[config.mk]
export PLATFORM = sky130hd
export DESIGN_NAME = fsbm_sad_acc
export DESIGN_NICKNAME = d
export VERILOG_FILES = /design/src/design/full_search_block_matching_sad_core_macros.svh /design/src/design/fsbm_pkg.sv /design/src/design/fsbm_sad_acc.sv
export SDC_FILE = /design/constraint.sdc
export NUM_CORES = 1
export LEC_CHECK = 0
export ABC_AREA = 1
export ABC_CLOCK_PERIOD_IN_PS = 2000
export BUFFER_PORTS_ARGS = -buffer_cell sky130_fd_sc_hd__buf_2
export CORE_UTILIZATION = 55
export DETAILED_ROUTE_END_ITERATION = 8
export PLACE_DENSITY = 0.83
export SYNTH_ARGS = -nofsm -noshare
export SYNTH_HDL_FRONTEND = slang
export SYNTH_SLANG_ARGS = --single-unit
[constraint.sdc]
create_clock -name clk -period 2 [get_ports clk]
set_clock_uncertainty 0.1 [all_clocks]
set_input_delay 0.3 -clock clk [delete_from_list [all_inputs] [get_ports clk]]
set_output_delay 0.3 -clock clk [all_outputs]
set_load 0.03 [all_outputs]
[src/design/full_search_block_matching_sad_core_macros.svh]
// Assertion macros shared by the block matching core.
`ifndef FULL_SEARCH_BLOCK_MATCHING_SAD_CORE_MACROS_SVH
`define FULL_SEARCH_BLOCK_MATCHING_SAD_CORE_MACROS_SVH

// Same-cycle implication, disabled while reset is asserted.
`define FSBM_ASSERT_IMPL(LBL, CK, RSTN, ANT, CON, MSG) \
    LBL: assert property (@(posedge CK) disable iff (!RSTN) (ANT) |-> (CON)) \
        else $error(MSG);

// Next-cycle implication, disabled while reset is asserted.
`define FSBM_ASSERT_NEXT(LBL, CK, RSTN, ANT, CON, MSG) \
    LBL: assert property (@(posedge CK) disable iff (!RSTN) (ANT) |=> (CON)) \
        else $error(MSG);

`endif

[src/design/fsbm_pkg.sv]
// Shared types, constants and helpers of the block matching core.
`default_nettype none

package fsbm_pkg;

    // Default sizes
    localparam int MAX_BLOCK_DEF  = 16;
    localparam int MAX_RANGE_DEF  = 16;
    localparam int WINDOW_DIM_DEF = 48;

    // Fixed field widths
    localparam int PIX_W      = 8;
    localparam int COORD_W    = 12;
    localparam int ROWCOL_W   = 6;
    localparam int COST_W     = 16;
    localparam int POS_W      = 14;   // signed frame coordinate with room for -range
    localparam int BS_CFG_W   = 5;
    localparam int SR_CFG_W   = 5;
    localparam int CFG_IDX_W  = 3;
    localparam int CFG_DATA_W = 12;
    localparam int S_TDATA_W  = 48;
    localparam int S_TUSER_W  = 2;
    localparam int M_TDATA_W  = 40;

    // Register indexes
    localparam logic [CFG_IDX_W-1:0] CFG_BLOCK_SIZE   = 3'd0;
    localparam logic [CFG_IDX_W-1:0] CFG_SEARCH_RANGE = 3'd1;
    localparam logic [CFG_IDX_W-1:0] CFG_BOUND_X_LOW  = 3'd2;
    localparam logic [CFG_IDX_W-1:0] CFG_BOUND_X_HIGH = 3'd3;
    localparam logic [CFG_IDX_W-1:0] CFG_BOUND_Y_LOW  = 3'd4;
    localparam logic [CFG_IDX_W-1:0] CFG_BOUND_Y_HIGH = 3'd5;

    // Register reset values
    localparam logic [BS_CFG_W-1:0] BLOCK_SIZE_RST   = 5'd16;
    localparam logic [SR_CFG_W-1:0] SEARCH_RANGE_RST = 5'd7;
    localparam logic [COORD_W-1:0]  BOUND_LOW_RST    = 12'd0;
    localparam logic [COORD_W-1:0]  BOUND_HIGH_RST   = 12'd4095;

    typedef enum logic [1:0] {
        OP_LOAD_CUR = 2'd0,
        OP_LOAD_REF = 2'd1,
        OP_SEARCH   = 2'd2,
        OP_NOP      = 2'd3
    } fsbm_op_t;

    // Per-pixel control riding alongside the memory read data
    typedef struct packed {
        logic valid;
        logic first;
        logic last;
        logic inwin;
    } fsbm_pix_t;

    // Bits needed for a full-block SAD
    function automatic int sad_sum_width(input int max_block);
        return $clog2(max_block * max_block * 255 + 1);
    endfunction

endpackage

`default_nettype wire

[src/design/fsbm_sad_acc.sv]
// Absolute-difference accumulator shared by every SAD evaluation.
`default_nettype none

module fsbm_sad_acc #(
    parameter int MAX_BLOCK = fsbm_pkg::MAX_BLOCK_DEF,
    localparam int SUM_W = fsbm_pkg::sad_sum_width(MAX_BLOCK)
) (
    input  wire logic                       clk,
    input  wire logic                       rst_n,
    input  wire fsbm_pkg::fsbm_pix_t        pix,
    input  wire logic [fsbm_pkg::PIX_W-1:0] ref_pix,
    input  wire logic [fsbm_pkg::PIX_W-1:0] cur_pix,
    output logic                            done,
    output logic [SUM_W-1:0]                sum
);
    import fsbm_pkg::*;

    logic [PIX_W-1:0] ref_eff;
    logic [PIX_W-1:0] diff;
    logic [SUM_W-1:0] acc_reg;
    logic [SUM_W-1:0] acc_next;
    logic             done_reg;

    // samples outside the window count as zero
    always_comb
    begin
        ref_eff  = pix.inwin ? ref_pix : '0;
        diff     = (ref_eff > cur_pix) ? (ref_eff - cur_pix) : (cur_pix - ref_eff);
        acc_next = (pix.first ? '0 : acc_reg) + SUM_W'(diff);
    end

    always_ff @(posedge clk or negedge rst_n)
    begin
        if (!rst_n)
        begin
            acc_reg  <= '0;
            done_reg <= 1'b0;
        end
        else
        begin
            if (pix.valid)
            begin
                acc_reg <= acc_next;
            end
            done_reg <= pix.valid && pix.last;
        end
    end

    assign done = done_reg;
    assign sum  = acc_reg;

endmodule

`default_nettype wire

Yosys cells after proc, flatten, opt, wreduce, memory -nomap -nowiden
Cells that the tools add are included.
W data, S select, Z words.
- add/sub/neg operators: 3
- magnitude comparators: 1
- mux-type cells: 3
- reduce and logical (&&, ||, !) cells: 1
- operators by type and width (cell ; count):
    $add A16 B8 Y16 ; 1
    $mux W16 ; 1
    $mux W8 ; 2
    $sub A8 B8 Y8 ; 2
    $gt A8 B8 Y1 ; 1
    $logic_and A1 B1 Y1 ; 1
- register bits: 17
- bits of input ports: 22
- logic and storage cells: 10

Depth between registers and ports, before layout
- depth after elaboration: 4
- gate-level depth with buffers: 26
- mapped depth without buffers: 24

Least setup slack after synthesis
Ideal clock, no wire load.
- path type: input to register
- start: input port pix[0] (netlist name)
- end: register acc_reg[6] (netlist: sum[6])
- setup time: 0.083 ns
- data arrival time: 2.762 ns
- required time: 1.817 ns
- slack: -0.944 ns
- stages on the path: 21
- buffers on the path: 1
- cell sequence: clkbuf_1 -> nand2_1 -> ha_1 -> inv_1 -> fa_1 -> nand2_1 -> nand3_2 -> nand2_1 -> nand2_2 -> nand2_2 -> inv_4 -> nand2_1 -> nand2_1 -> fa_1 -> nand2_1 -> nand3_1 -> nand2_1 -> o21ai_0 -> nand2_1 -> nand2_1 -> o21ai_0
- cells in the longest elaborated chain, start to end: 4
- RTL lines (item ; line ; text):
    start, declared ; fsbm_sad_acc.sv:10 ; input wire fsbm_pkg::fsbm_pix_t pix,
    $mux W8 * ; fsbm_sad_acc.sv:27 ; ref_eff = pix.inwin ? ref_pix : '0;
    $sub A8 B8 Y8 or $gt A8 B8 Y1 (tied branches) ; fsbm_sad_acc.sv:28 ; diff = (ref_eff > cur_pix) ? (ref_eff - cur_pix) : (cur_pix - ref_eff);
    $mux W8 * ; fsbm_sad_acc.sv:28 ;
    $add A16 B8 Y16 * ; fsbm_sad_acc.sv:29 ; acc_next = (pix.first ? '0 : acc_reg) + SUM_W'(diff);
    end signal, assigned ; fsbm_sad_acc.sv:43 ; acc_reg <= acc_next;
    end, declared ; fsbm_sad_acc.sv:20 ; logic [SUM_W-1:0] acc_reg;
Every way passes the cells marked *; elsewhere a longest branch is shown, timed or not.
A chain may end at the register's enable or synchronous reset.

Worst setup path in the final report
- start: input port pix[0] (netlist name)
- end: register acc_reg[12] (netlist: sum[12])
The elaborated chain is that of the path after synthesis.

==> reports/metrics.yaml <==
worst_setup_path:
  start_kind: "input pin"
  crit_fanout: 8
  worst-setup-path-type: "input pin to register"
  cp_data_required_time_ns: 2.04
  crit_path_end_kind: "register"
  critPathArrivalTime_ns: 2.90
  reg2reg_slack_ns: 0.04
layout:
  area_delta_synth_final_pct: 53.7
  fin_util_pct: 90.4
  num_antenna_cells: 0
  drive_gt1_share_pct: 42.7
  fillers: 166
  finalNonFillerCells: 505
  design_area_um2: 3380
  nets: 507
  largest_register_ffs: 16
placement:
  gp_congestion: 0.910
  dpl_cell_area_um2: 2860
  port_buffers: 38
  dp_slack_ns: -0.982
  hpwl_um: 4570
  placed_cells: 491
sta:
  setup-tns-final_ns: -10.40
  relSlewSlack_pct: 73.0
  worstMarginPinSlew_ns: 0.405
  drv_slew: 0
  finalHoldViolations: 0
  hold_slack_ns: 0.155
  clock.fmax_ghz: 0.349
  period_share_pct: 143
  setup_viol: 15
  fin_ws_ns: -0.865
  period_minus_slack_ns: 2.86
  rsz0062_at_grt: "yes"
status:
  outcome: "complete, but fails checks"
  violations: "negative setup slack"
clock_tree:
  insertion_delay_ns: 0.26
  clk_pin_slew_ns: 0.07
  cts_root_buffer: "clkbuf_8"
  cts.path.max_buffers: 2
  cts_made_buffers: 3
  cts_tree: "yes"
  cts_sinks: 17
  htreeDepth: 1
die:
  die_w_um: 65.3
  core-area_um2: 3740
  core.rowCount: 22
  num_io_pins: 39
  initial_utilization_pct: 58.8
  dieArea_um2: 4260
  die_h_um: 65.3
power_and_ir_drop:
  finalPower_mw: 2.81
  ir_drop_mv: 0.491
  p_leak_nw: 1.89
  powerDensity_nw_per_um2: 831
route:
  ant_nets: 0
  routed_wl_um: 9460
  first_pass_iters: 6
  drt_iter0_drc: 378
  routedWlPerCell_um: 18.7
  num_vias: 3076
  drc_errors: 0
  vias_per_cell: 6.09
global_routing:
  first_global_vias: 2654
  grt_pass1_wl_um: 11100
  grt_max_degree: 18
  grtUsageTotal_pct: 33.1
  antenna_found_initial: 0
  grt-ovfl-total: 0
job:
  drv_cap: 0
logic_synthesis:
  syn_area_um2: 2200
  yosysSeqAreaShare_pct: 19.3
  ys_ff_latch: 17
  ys.flop_type: "dfrtp_1"
  synth.distinct_cells: 28
  synth.net_count: 418
  synth_warnings: 0
  synth_edf_count: 0
  syn_inst: 369
  async_reset_ff_share_pct: 100
  syn_area_per_cell_um2: 5.96
hold_path:
  min_path_type: "input pin to register"
==> kinds of logic (layout without fill, tap and decap cells) <==
logic type | Yosys count | after routing | share of synthesized area (%)
AOI/OAI and AO/OA | 25 | 25 | 6.37
xor gates and xnor gates | 7 | 7 | 2.79
adders and majority gates | 27 | 27 | 16.4
buffers and inverters | 77 | 164 | 14.1
DFF | 17 | 17 | 19.3
and+or+nand+nor | 216 | 217 | 41.0
==> Yosys cell counts, types with 2 or more instances <==
master,instances,area share (%)
nand2_1,139,24
inv_1,67,11
nor2_1,38,6.5
ha_1,24,14
nand3_1,22,5.0
dfrtp_1,17,19
a21oi_1,10,2.3
o21ai_0,8,1.8
nand3b_1,5,1.7
xor2_1,5,2.0
nand4_1,4,1.1
clkbuf_1,3,0.51
fa_1,3,2.7
inv_2,3,0.51
nand2_2,3,0.85
o22ai_1,3,0.85
buf_6,2,1.0
nand3_2,2,0.91
xnor2_1,2,0.80
==> layer usage <==
metal	vias up	part of all wire (%)	GRT usage, %
met5	-	0	0
met3	109	9.3	4.51
met4	0	8.2	18.5
li1	1309	-	-
met2	286	49	65.2
met1	1372	34	32.2
==> where the power goes <==
group / switching [mW] / internal (mW)
Combinational: 1.23 / 0.807
Sequential: 0.0690 / 0.426
Clock: 0.138 / 0.139
==> repair_timing <==
item	in CTS	in global routing
endpoints found under the hold margin	17	0
gates cloned	1	0
pin swaps	29	29
hold buffers	1	0
endpoints found under the setup margin	15	15
buffers inserted	4	5
resized for setup	49	54
==> worst max-delay path, stage by stage <==
cell,delay [ns]
buf_12,0.12
nand2_2,0.07
inv_2,0.05
ha_4,0.30
nand2_2,0.09
nor2_1,0.15
inv_1,0.10
nand2_2,0.10
nand2_1,0.09
nand2_1,0.08
nand2_1,0.07
nand2_1,0.09
nand2_1,0.07
nand2_1,0.09
inv_2,0.05
ha_4,0.34
nand2_4,0.10
nor2_2,0.15
nand3_1,0.14
nand2_2,0.12
nand3_1,0.07
nand2_1,0.08
nand2_1,0.08
==> worst paths after layout <==
path                             start       to  cells after the start
worst max-delay path            pix[0]  sum[12]                     23
worst min-delay path            pix[1]     done                      3
worst max register to register  sum[0]  sum[12]                     10
worst min register to register  sum[6]   sum[6]                      2
max in group asynchronous        rst_n     done                      2
min in group asynchronous        rst_n   sum[6]                      2
==> placed cells by master (no fill, tap or decap), types with 6 or more instances in the layout <==
master and count:
nand2_1 102, inv_1 57, buf_4 47, buf_2 36, nand2_2 32, nor2_1 26, dfrtp_1 17, nand3_1 16
ha_4 14, inv_2 13, ha_1 10, nand2_4 9, nor2_2 8, o21ai_1 6
==> area by class of cell <==
type | count | area [µm²] | share of cell area, %
Multi-Input combinational cell | 276 | 1970 | 58.4
Timing Repair Buffer | 89 | 608 | 18.0
Sequential cell | 17 | 425 | 12.6
Inverter | 71 | 269 | 7.95
Tap cell | 48 | 60.1 | 1.78
Clock buffer | 3 | 41.3 | 1.22
Clock inverter | 1 | 5.00 | 0.148
Power figures use the tool's default switching activity.
